$ cat src/design/gmp_pkg.sv
// shared types and constants of the maze path finder
package gmp_pkg;

	localparam int GRID_SIDE = 16;
	localparam int CELLS     = GRID_SIDE * GRID_SIDE;
	localparam int IDX_W     = $clog2(CELLS);
	localparam int CNT_W     = IDX_W + 1;
	localparam int COORD_W   = 4;
	localparam int SIZE_W    = 5;

	localparam logic [1:0] MODE_WALL   = 2'd0;
	localparam logic [1:0] MODE_SEARCH = 2'd1;
	localparam logic [1:0] MODE_READ   = 2'd2;

	localparam logic [1:0] DIR_UP    = 2'd0;
	localparam logic [1:0] DIR_RIGHT = 2'd1;
	localparam logic [1:0] DIR_DOWN  = 2'd2;
	localparam logic [1:0] DIR_LEFT  = 2'd3;

	typedef enum logic [3:0] {
		OP_NONE,
		OP_WALL,
		OP_READ,
		OP_START,
		OP_CLR,
		OP_SEED,
		OP_POP,
		OP_CUR,
		OP_NREQ,
		OP_NCHK,
		OP_WINIT,
		OP_WREQ,
		OP_WSTEP,
		OP_FINIT,
		OP_FWR,
		OP_FSTEP
	} op_t;

	typedef struct packed {
		op_t  op;
		logic out_load;
	} cmd_t;

	typedef struct packed {
		logic oob;
		logic clr_last;
		logic q_empty;
		logic at_goal;
		logic at_start;
		logic dir_last;
	} status_t;

endpackage

$ cat src/design/gmp_ctrl.sv
// sequencer of the maze path finder: search, walk-back and item handling
module gmp_ctrl (
	input  logic              clk,
	input  logic              arst_n,
	input  logic              in_valid,
	input  logic [1:0]        in_mode,
	output logic              in_ready,
	input  logic              out_free,
	input  gmp_pkg::status_t  status,
	output gmp_pkg::cmd_t     cmd
);

	typedef enum logic [3:0] {
		ST_IDLE, ST_CHK, ST_CLR, ST_SEED, ST_POP, ST_CUR, ST_NREQ, ST_NCHK,
		ST_WINIT, ST_WREQ, ST_WSTEP, ST_FINIT, ST_FWR, ST_FSTEP, ST_DONE
	} state_t;

	state_t state_q;
	state_t state_nx;

	assign in_ready = (state_q == ST_IDLE);

	always_comb begin
		cmd.op       = gmp_pkg::OP_NONE;
		cmd.out_load = 1'b0;
		state_nx     = state_q;
		case (state_q)
			ST_IDLE: begin
				if (in_valid) begin
					state_nx = ST_DONE;
					case (in_mode)
						gmp_pkg::MODE_WALL: cmd.op = gmp_pkg::OP_WALL;
						gmp_pkg::MODE_READ: cmd.op = gmp_pkg::OP_READ;
						gmp_pkg::MODE_SEARCH: begin
							cmd.op   = gmp_pkg::OP_START;
							state_nx = ST_CHK;
						end
						default: cmd.op = gmp_pkg::OP_NONE;
					endcase
				end
			end
			ST_CHK: state_nx = status.oob ? ST_DONE : ST_CLR;
			ST_CLR: begin
				cmd.op = gmp_pkg::OP_CLR;
				if (status.clr_last) state_nx = ST_SEED;
			end
			ST_SEED: begin
				cmd.op   = gmp_pkg::OP_SEED;
				state_nx = ST_POP;
			end
			ST_POP: begin
				if (status.q_empty) begin
					state_nx = ST_DONE;
				end else begin
					cmd.op   = gmp_pkg::OP_POP;
					state_nx = ST_CUR;
				end
			end
			ST_CUR: begin
				cmd.op   = gmp_pkg::OP_CUR;
				state_nx = status.at_goal ? ST_WINIT : ST_NREQ;
			end
			ST_NREQ: begin
				cmd.op   = gmp_pkg::OP_NREQ;
				state_nx = ST_NCHK;
			end
			ST_NCHK: begin
				cmd.op   = gmp_pkg::OP_NCHK;
				state_nx = status.dir_last ? ST_POP : ST_NREQ;
			end
			ST_WINIT: begin
				cmd.op   = gmp_pkg::OP_WINIT;
				state_nx = ST_WREQ;
			end
			ST_WREQ: begin
				if (status.at_start) begin
					state_nx = ST_FINIT;
				end else begin
					cmd.op   = gmp_pkg::OP_WREQ;
					state_nx = ST_WSTEP;
				end
			end
			ST_WSTEP: begin
				cmd.op   = gmp_pkg::OP_WSTEP;
				state_nx = ST_WREQ;
			end
			ST_FINIT: begin
				cmd.op   = gmp_pkg::OP_FINIT;
				state_nx = ST_FWR;
			end
			ST_FWR: begin
				cmd.op   = gmp_pkg::OP_FWR;
				state_nx = status.at_start ? ST_DONE : ST_FSTEP;
			end
			ST_FSTEP: begin
				cmd.op   = gmp_pkg::OP_FSTEP;
				state_nx = ST_FWR;
			end
			ST_DONE: begin
				if (out_free) begin
					cmd.out_load = 1'b1;
					state_nx     = ST_IDLE;
				end
			end
			default: state_nx = ST_IDLE;
		endcase
	end

	always_ff @(posedge clk or negedge arst_n) begin
		if (!arst_n) begin
			state_q <= ST_IDLE;
		end else begin
			state_q <= state_nx;
		end
	end

endmodule

$ cat config.mk
export PLATFORM = sky130hd
export DESIGN_NAME = gmp_ctrl
export DESIGN_NICKNAME = d
export VERILOG_FILES = /design/src/design/gmp_pkg.sv /design/src/design/gmp_ctrl.sv
export SDC_FILE = /design/constraint.sdc
export NUM_CORES = 1
export LEC_CHECK = 0
export BUFFER_PORTS_ARGS = -buffer_cell sky130_fd_sc_hd__buf_2
export CELL_PAD_IN_SITES_DETAIL_PLACEMENT = 1
export CELL_PAD_IN_SITES_GLOBAL_PLACEMENT = 2
export CORE_MARGIN = 5
export CORE_UTILIZATION = 28
export DETAILED_ROUTE_END_ITERATION = 12
export GPL_ROUTABILITY_DRIVEN = 0
export PLACE_DENSITY = 0.77
export SYNTH_ARGS = -nofsm -noshare
export SYNTH_HDL_FRONTEND = slang
export SYNTH_SLANG_ARGS = --single-unit
$ cat constraint.sdc
create_clock -name clk -period 4.72 [get_ports clk]
set_clock_uncertainty 0.15 [all_clocks]
set_input_delay 0.236 -clock clk [delete_from_list [all_inputs] [get_ports clk]]
set_output_delay 0.236 -clock clk [all_outputs]
set_load 0.01 [all_outputs]
; ---- After elaboration in Yosys (flattened, before gate mapping)
; Cells that the tools add are included.
[word_totals]
ff_bits = 4
latchBits = 0
mem_bits_rw = 0
wordCells = 43
memories = 0
output_inout_bits = 6
romBits = 0
[classes]
shift = 0
div = 0
magnitude_cmp = 0
n_reduce_logical = 5
addsub = 0
eq_ne = 19
n_mul = 0
n_bitwise = 0
n_mux = 18
[op_table]
columns = op, n
row1 = 4-bit one-hot mux with 13 select lines, 2
row2 = 4-bit two-way mux, 9
row3 = 4-bit equality test (second input constant), 7
row4 = 4-bit by 3-bit equality test with 1-bit output (second input constant), 4
row5 = 4-bit by 2-bit equality test with 1-bit output (second input constant), 2
row6 = 2-bit inequality test (second input constant), 3
row7 = 2-bit one-hot mux with 3 select lines, 1
row8 = 4-bit by 1-bit equality test with 1-bit output (second input constant), 1
row9 = 4-bit logical NOT, 1
row10 = 2-bit two-way mux, 2
row11 = 2-bit OR reduction, 2
row12 = 1-bit two-way mux, 3
row13 = 3-bit two-way mux, 1
row14 = 3-bit AND reduction, 1
row15 = 2-bit by 1-bit equality test with 1-bit output (second input constant), 1
row16 = 2-bit equality test (second input constant), 1
row17 = 2-bit logical NOT, 1

; ---- Longest topological paths before layout
; Gate-level depths: netlist of run 1.
[logic_depth]
ltp_word = 4
mapped_depth = 6
depth_no_buf = 6

; ---- Least setup slack after synthesis of run 1
; OpenSTA, ideal clock, no wires.
[synth_timing]
kind = register to output
start = register state_q[1]
end = output port cmd[1] (netlist name)
setup_slack_ns = 2.837
path_buffers = 1
stages_incl_launch_ff = 6
t_required_ns = 4.334
t_arrival_ns = 1.497
path_cell_list = dfrtp_1 buf_6 or4_4 clkinv_2 nand2_1 o31ai_1
[synth_rtl]
columns = item, line
row1 = from (decl), gmp_ctrl.sv:18  ; state_t state_q;
row2 = from (signal assigned), gmp_ctrl.sv:113  ; state_q <= state_nx;
row3 = to (decl), gmp_ctrl.sv:10  ; output gmp_pkg::cmd_t cmd

==> results of run 1 <==
[power groups by stage]
stage	combinational (uW)	sequential, uW	clock [uW]
global route	289	152	46.5
global placement	255	137	0
finish	258	141	42.6
CTS	261	139	43.0
detailed placement	258	138	0
floorplan	270	68.3	0
[how the worst max path moves through the flow]
stage / from / end / slack, ns / cells after the start
global placement: state_q[2] / cmd[1] / 2.67 / 5
finish: state_q[2] / cmd[1] / 2.37 / 5
global route: state_q[2] / cmd[1] / 2.22 / 5
detailed placement: state_q[2] / cmd[1] / 2.64 / 5
CTS: state_q[2] / cmd[1] / 2.38 / 5
floorplan: state_q[1] / cmd[1] / 2.84 / 5
[final cells by class]
class	instances	area, um^2	share of cell area
Timing Repair Buffer	18	95.1	0.137
Tap cell	27	33.8	0.0486
Sequential cell	4	100	0.144
Inverter	7	27.5	0.0396
Multi-Input combinational cell	63	415	0.598
Clock buffer	3	22.5	0.0324
[worst register-to-register path: cells and delay by family, from the launching register on]
kind,cells,cell delay (ns)
simple gates,2,0.79
flops,1,0.62
compound gates,2,0.24
[cell usage after synthesis (3+ instances only)]
cell,instances
nor2b_1,4
buf_2,4
inv_1,6
nand2_1,5
a21oi_1,10
nor3_1,4
dfrtp_1,4
nand3_1,4
o21ai_1,3
ha_1,3
nor2_1,4
[cells by family (layout without fill, tap and decap cells)]
kind of cell,count (synthesis),in the layout,synth area share
AO/OA/AOI/OAI,25,25,0.263
adder cells (fa/ha/maj),3,3,0.0637
buffers and inverters,14,28,0.125
flip-flops,4,4,0.170
multiplexers,2,2,0.0382
AND/OR/NAND/NOR,33,33,0.340
[per-layer routing]
| layer | vias to the layer above | global-route usage |
|---|---|---|
| met2 | 12 | 0.186 |
| li1 | 327 | - |
| met4 | 0 | 0.0407 |
| met1 | 301 | 0.144 |
| met3 | 0 | 0.0186 |
| met5 | - | 0 |
[cells in the final DEF, fill, tap and decap left out, drive strengths merged, types with 2 or more instances in the layout]
master  synthesis  final
buf             7     17
a21oi          10     10
inv             6      6
o21ai           6      6
nand2           5      5
nand3           4      4
nor2            4      4
nor2b           4      4
nor3            4      4
dfrtp           4      4
ha              3      3
clkbuf          0      3
o31ai           2      2
nand2b          2      2
or4bb           2      2
o22ai           2      2
mux2            2      2
or4             2      2
[stage by stage]
stage	area, um^2	cells	utilization
2_1_floorplan	589	81	-
3_3_place_gp	662	118	0.334
3_5_place_dp	662	118	0.334
4_1_cts	694	122	0.350
5_1_grt	694	122	0.350
6_report	694	122	0.350
[repair_timing]
item / in CTS / in global routing
gates resized for setup: 0 / 0
hold buffers: 1 / 0
hold endpoints to repair: 4 / 0
==> key figures, run 1 <==
Place
  • HPWL Detailed: 1250 um
  • Setup WS pre-CTS: 2.64 ns
  • # port buffers: 17

CTS
  • Reg clk slew, reported paths: 0.04 ns
  • Total CTS buffers: 3
  • Total number of clock tree sinks: 4
  • CTS max path bufs: 2
  • Clk_lat worst skew: 0.24 ns
  • H-tree levels: 1
  • TritonCTS clock tree: done
  • CTS Root Cell: clkbuf_4
  • Setup bufs post-CTS: 0

Floorplanning
  • DIE HEIGHT: 55.9 um
  • I/O pins: 18
  • Die width: between 50 and 60 um
  • Area of the die: ~3100 um^2
  • Core area: 1980 um^2
  • Rows: 16
  • Starting Density: 0.297

Drt
  • Routed len/inst: 13.9 um
  • Initial drt markers: 3
  • Met2 wire len: around 850 um
  • Detailed Route WL: about 1700 um
  • Top Layer Used: met3
  • Metal3 WL: between 40 and 50 um
  • Metal-1 WL: 797 um
  • Residual DRC count: 0
  • Pre-Repair DR Iteration Count: 4
  • DR vias/cell: between 5 and 6
  • Vias: 640
  • Antenna-violating nets left: 0

Global route
  • GRT overflow: 0
  • First-pass GRT wire length: approximately 2800 um
  • Largest net degree at the start of global routing: 25
  • Vias in the first global route: about 650
  • Initial antenna violation count: 0
  • GRT Overall Usage: 0.112

Worst setup path
  • Worst reg-to-reg path cell count: 4
  • Crit Path Category: reg -> out
  • Crit path required time: approximately 4.3 ns
  • Slowest Stage Delay on Critical Path: between 0.6 and 0.7 ns
  • Crit path arrival time: between 1.5 and 2 ns
  • Worst setup EP type: primary output
  • Reg2reg setup slack: around 2.8 ns
  • CP bufs+invs: 2
  • Cell Chain, Critical Path: or4_4 -> clkinv_2 -> nand2_1 -> o31ai_1 -> buf_2
  • R2r endpoint: state_q[3]
  • Maximum fanout along the worst path: 24
  • R2r startpoint: state_q[2]
  • Critical path's top delay family: simple AND/OR/NAND/NOR gates
  • CP max-delay cell: dfrtp_1
  • Critical Path Source Type: register

Synth
  • Post-synth top area cell: dfrtp_1
  • Top cell type's share of synthesized area: 0.170
  • Synth Net Count: 96
  • Register area share after synthesis: 0.170
  • Ys Warns: 0
  • Ys async rst share: 1.00
  • Syn Area/Cell: roughly 7.3 um^2
  • Yosys reg bits: 4
  • EDFF count, synth: 0
  • Area contributors post-synth: dfrtp_1 17%, a21oi_1 8.5%, ha_1 6.4%
  • Syn Inst Count: 81
  • Synth unique cells: 34
  • Post-Syn Area: between 500 and 600 um^2
  • Commonest register cell after synthesis: dfrtp_1

Power
  • Combinational Power Share: 0.585
  • Power per cell area: around 640 nW/um^2
  • Power Total: 441 uW
  • Cell internal pwr: ~210 uW
  • Switching Share: 0.520
  • Clock power frac: 0.096
  • Peak supply drop: 0.000214 V
  • LEAKAGE: about 0.00032 uW
  • Sw Pwr: between 200 and 250 uW
  • Seq pwr share: 0.318

Timing
  • RSZ-0062 raised after global routing: no
  • Worst-Margin Slew: 0.673 ns
  • Min Tclk post-route: 2.35 ns
  • Final setup TNS: 0 ns
  • Final setup fails: 0
  • Slew headroom: 0.552
  • Tcrit/Tclk final: 0.497
  • Fin. max-slew vios: 0
  • Setup WS post-layout: 2.37 ns
  • Final hold slack: 0.0881 ns
  • Hold Violations, Final: 0
  • Fmax achieved: 426 MHz

Finish
  • Largest regs: state_q (4)
  • Antenna diodes: 0
  • Area Overhead vs Synth: 17.8%
  • Max reg flops: 4
  • Most flops, register: state_q
  • Filler instances: 263
  • Fraction of layout cells with a size suffix above 1: 0.253
  • Nets@finish: 112

Min path
  • Hold Crit Endpoint: state_q[2]
  • Hold crit path type: in -> reg
  • Hold Path Stages: 2
  • Hold_sp: out_free

Outcome
  • Run status: completed

Flow run
  • # Max-Cap Violations: 0
Power figures use the tool's default switching activity.
==> run 2, diff against run 1 <==
Settings changed: CORE_UTILIZATION 28 to 24, PLACE_DENSITY 0.77 to 0.7.
Clock period 4.72 ns to 2.05 ns, I/O delays scaled along.
==> key figures, run 2 (synthesis results as in run 1) <==
Outcome
  • Run status: completed

Finish
  • Post-Layout Cell Count: roughly 130
  • Fraction of layout cells with a size suffix above 1: 0.324
  • Area Overhead vs Synth: 28.5%
  • Commonest non-fill, non-tap cell in the layout: buf_2
  • Most flops, register: state_q
  • Nets@finish: 119
  • Max reg flops: 4
  • Largest regs: state_q (4)
  • Antenna diodes: 0
  • Commonest cells after routing, fill and taps aside: 17 x buf_2, 10 x a21oi_1, 6 x inv_1, 6 x buf_4, 5 x nand2_1

Worst setup path
  • Maximum fanout along the worst path: 5
  • Slowest Stage Delay on Critical Path: 0.54 ns
  • Crit path required time: 1.80 ns
  • Worst setup EP type: primary output
  • Worst reg-to-reg path cell count: 5
  • Crit Path Category: reg -> out
  • R2r endpoint: state_q[3]
  • Critical Path Source Type: register
  • CP max-delay cell: or4_4
  • R2r startpoint: state_q[1]
  • CP Capture Point: cmd[1]
  • Cell Chain, Critical Path: or4_4 -> clkinv_2 -> nand2_1 -> o31ai_1 -> buf_2
  • Reg2reg setup slack: 0.31 ns
  • CP bufs+invs: 2
  • Critical path's top delay family: simple AND/OR/NAND/NOR gates
  • Crit path arrival time: 1.69 ns
  • Worst path depth: 5
  • Crit path from: state_q[1]

Drt
  • DR vias/cell: 4.90
  • Pre-Repair DR Iteration Count: 2
  • Detailed Route WL: roughly 1700 um
  • Residual DRC count: 0
  • Vias: 647
  • Antenna-violating nets left: 0
  • Initial drt markers: 3
  • Routed len/inst: 13.0 um

Timing
  • Final setup TNS: 0 ns
  • Worst-Margin Slew: between 0.2 and 0.3 ns
  • Tcrit/Tclk final: 0.945
  • Final setup fails: 0
  • Slew headroom: 0.801
  • Fin. max-slew vios: 0
  • Hold Violations, Final: 0
  • Min Tclk post-route: ~1.9 ns
  • Fmax achieved: 516 MHz
  • RSZ-0062 raised after global routing: no

Min path
  • Hold crit path type: in -> async

CTS
  • Clk_lat worst skew: 0.23 ns
  • CTS max path bufs: 2
  • H-tree levels: 1
  • Total CTS buffers: 3
  • Total number of clock tree sinks: 4
  • TritonCTS clock tree: done
  • Reg clk slew, reported paths: about 0.040 ns
  • CTS Root Cell: clkbuf_4

Global route
  • GRT Overall Usage: 0.110
  • Vias in the first global route: 668
  • First-pass GRT wire length: 3050 um
  • Initial antenna violation count: 0
  • Largest net degree at the start of global routing: 24
  • GRT overflow: 0

Power
  • Combinational Power Share: 0.747
  • Sw Pwr: 546 uW
  • Clock power frac: 0.085
  • Switching Share: 0.490
  • Power per cell area: 1470 nW/um^2
  • Seq pwr share: 0.168
  • Cell internal pwr: 569 uW
  • Peak supply drop: 0.000638 V
  • LEAKAGE: about 0.00035 uW

Place
  • Placed Cells incl. Taps: between 100 and 150
  • HPWL Detailed: 1350 um
  • # port buffers: 17

Floorplanning
  • DIE HEIGHT: 59.6 um
  • Rows: 18
  • Starting Density: 0.245
  • Die width: 59.6 um
  • Core area: 2410 um^2
  • Area of the die: 3550 um^2
  • I/O pins: 18

Flow run
  • # Max-Cap Violations: 0
## run 2: cell type report
cell class | instances | area [um^2]
well taps | 30 | 37.5
inverters | 7 | 27.5
clock buffers | 3 | 22.5
fillers | 301 | 1650
flip-flops and latches | 4 | 104
multi-input cells | 63 | 415
repair buffers | 25 | 150
## run 2: per-layer routing
layer | global-route usage | part of all wire | vias up
li1 | - | - | 336
met1 | 0.146 | 0.48 | 302
met2 | 0.186 | 0.50 | 9
met3 | 0.0196 | 0.019 | 0
met4 | 0.0190 | 0 | 0
met5 | 0 | 0 | -
## run 2: timing repair
action | CTS | global route
resized for setup | 0 | 3
hold buffers | 2 | 0
setup endpoints to repair | 0 | 1
setup buffers | 0 | 2
hold endpoints to repair | 6 | 0
## run 2: stage by stage
step	util	cell area, um^2	total power [uW]	setup slack (ns)	hold slack, ns
2_1_floorplan	-	589	779	0.300	-0.343
3_3_place_gp	0.289	696	977	0.248	-0.242
3_5_place_dp	0.289	696	994	0.229	-0.239
4_1_cts	0.306	738	1100	0.0219	0.0443
5_1_grt	0.314	757	1240	0.0303	0.0617
6_report	0.314	757	1120	0.112	0.0519
## run 2: how the worst min path moves through the flow
stage,from,cells past startpoint,end
2_1_floorplan,arst_n,0,state_q[0]
3_3_place_gp,arst_n,1,state_q[2]
3_5_place_dp,arst_n,1,state_q[1]
4_1_cts,arst_n,2,state_q[1]
5_1_grt,arst_n,2,state_q[2]
6_report,arst_n,2,state_q[2]
## run 2: power groups by stage
stage               sequential, uW  combinational (uW)  clock, uW
detailed placement             202                 791          0
floorplan                      157                 622          0
finish                         187                 833       94.7
CTS                            202                 799        101
global route                   194                 944        107
global placement               200                 777          0
## run 2: worst reg2reg max path: cells and delay by family (launching register included)
kind / cells / cell delay (ns)
compound gates: 2 / 0.35
flops: 1 / 0.42
buf+inv: 1 / 0.15
simple gates: 2 / 0.58
==> run 3, diff against run 2 <==
Settings changed: CORE_UTILIZATION 24 to 25, CTS_BUF_LIST set to sky130_fd_sc_hd__clkbuf_4, MAX_ROUTING_LAYER set to met4, PLACE_DENSITY 0.7 to 0.73.
==> key figures, run 3 (synthesis results as in run 1) <==
Outcome
  • Run status: completed

Finish
  • Commonest cells after routing, fill and taps aside: 17 x buf_2, 10 x a21oi_1, 6 x inv_1, 6 x buf_4, 5 x nand2_1
  • Fraction of layout cells with a size suffix above 1: 0.304
  • Antenna diodes: 0
  • Largest regs: state_q (4)
  • Register Area: 100 um^2
  • Filler instances: 288
  • Multi-input gate area: 420 um^2
  • Most flops, register: state_q
  • Area Overhead vs Synth: 28.2%
  • Max reg flops: 4
  • Commonest non-fill, non-tap cell in the layout: buf_2
  • Nets@finish: between 100 and 150

CTS
  • Setup bufs post-CTS: 0
  • CTS max path bufs: 2
  • Clk_lat worst skew: roughly 0.23 ns
  • H-tree levels: 1
  • Total CTS buffers: 3
  • Total number of clock tree sinks: 4
  • Reg clk slew, reported paths: about 0.04 ns
  • TritonCTS clock tree: done
  • CTS Root Cell: clkbuf_4

Drt
  • Antenna-violating nets left: 0
  • DR vias/cell: 5.23
  • Vias: between 600 and 700
  • Routed len/inst: 12.7 um
  • Residual DRC count: 0
  • Initial drt markers: 8
  • Detailed Route WL: 1660 um
  • Pre-Repair DR Iteration Count: 3

Timing
  • Tcrit/Tclk final: 0.937
  • RSZ-0062 raised after global routing: no
  • Worst-Margin Slew: 0.310 ns
  • Slew headroom: 0.790
  • Final setup fails: 0
  • Hold Violations, Final: 0
  • Min Tclk post-route: 1.92 ns
  • Fin. max-slew vios: 0
  • Fmax achieved: 521 MHz
  • Final setup TNS: 0 ns
  • Final hold slack: 0.0512 ns

Worst setup path
  • CP max-delay cell: or4_4
  • R2r endpoint: state_q[2]
  • R2r startpoint: state_q[0]
  • Crit path arrival time: between 1.5 and 2 ns
  • Crit Path Category: reg -> out
  • Maximum fanout along the worst path: 4
  • Cell Chain, Critical Path: or4_4 -> clkinv_2 -> nand2_1 -> o31ai_2 -> buf_2
  • Reg2reg setup slack: 0.28 ns
  • Worst setup EP type: primary output
  • Slowest Stage Delay on Critical Path: 0.56 ns
  • Worst reg-to-reg path cell count: 5
  • Critical Path Source Type: register
  • Crit path required time: 1.80 ns
  • CP bufs+invs: 2
  • Critical path's top delay family: simple AND/OR/NAND/NOR gates

Floorplanning
  • DIE HEIGHT: 58.6 um
  • Rows: 17
  • I/O pins: 18
  • Die width: 58.6 um
  • Area of the die: 3430 um^2
  • Core area: approximately 2200 um^2
  • Starting Density: 0.264

Global route
  • Vias in the first global route: 671
  • Initial antenna violation count: 0
  • Largest net degree at the start of global routing: 24
  • First-pass GRT wire length: 2940 um
  • GRT overflow: 0
  • GRT Overall Usage: 0.111

Place
  • # port buffers: 17
  • HPWL Detailed: between 1000 and 1500 um

Power
  • LEAKAGE: 0.000352 uW
  • Seq pwr share: 0.149
  • Combinational Power Share: 0.764
  • Peak supply drop: 0.000525 V
  • Cell internal pwr: ~570 uW
  • Sw Pwr: 535 uW
  • Power per cell area: 1460 nW/um^2
  • Clock power frac: 0.087
  • Switching Share: 0.485

Flow run
  • # Max-Cap Violations: 0

Min path
  • Hold crit path type: in -> async
## run 3: changes by cell type in the layout (fill, tap and decap cells not counted)
cell and delta:
dfrtp_1 +3, o31ai_2 +1, o31ai_1 -1, dfrtp_2 -3
## run 3: power by group through the flow
stage / registers, uW / logic (uW) / clock network, uW
global route: 172 / 945 / 107
detailed placement: 165 / 835 / 0
floorplan: 157 / 622 / 0
CTS: 164 / 840 / 98.8
finish: 164 / 842 / 95.7
global placement: 163 / 831 / 0
## run 3: routing by layer
layer | GRT usage | part of all wire | vias to the layer above | routed length (um)
met5 | - | 0 | - | 0
met1 | 0.135 | 0.48 | 324 | 788
met3 | 0.00658 | 0.021 | 4 | 35
met4 | 0.0596 | 0.023 | 0 | 38
li1 | - | - | 338 | -
met2 | 0.183 | 0.48 | 14 | 794
## run 3: final cells by class
type,instances,area share
multi-input combinational,63,0.556
timing repair buffer,25,0.199
sequential,4,0.132
tap,28,0.0464
inverter,7,0.0364
clock buffer,3,0.0298
## run 3: how the worst max path moves through the flow
| stage | start | end | slack, ns | depth (start not counted) |
|---|---|---|---|---|
| floorplan | state_q[1] | cmd[1] | 0.30 | 5 |
| global placement | state_q[0] | state_q[3] | 0.33 | 5 |
| detailed placement | state_q[0] | state_q[2] | 0.30 | 5 |
| CTS | state_q[0] | cmd[1] | 0.07 | 5 |
| global route | state_q[0] | cmd[1] | 0.03 | 5 |
| finish | state_q[0] | cmd[1] | 0.13 | 5 |
## run 3: stage by stage
| step | cells | setup slack (ns) | cell area [um^2] | util | total power (uW) |
|---|---|---|---|---|---|
| detailed placement | 125 | 0.297 | 708 | 0.317 | 1000 |
| floorplan | 81 | 0.300 | 589 | - | 779 |
| CTS | 130 | 0.0702 | 751 | 0.336 | 1100 |
| global route | 130 | 0.0270 | 756 | 0.338 | 1220 |
| global placement | 125 | 0.333 | 708 | 0.317 | 994 |
| finish | 130 | 0.130 | 756 | 0.338 | 1100 |
## run 3: repair_timing
item                                    in CTS  in global routing
resized for setup                            0                  1
endpoints found under the setup margin       0                  1
hold buffers                                 2                  0
hold endpoints to repair                     6                  0
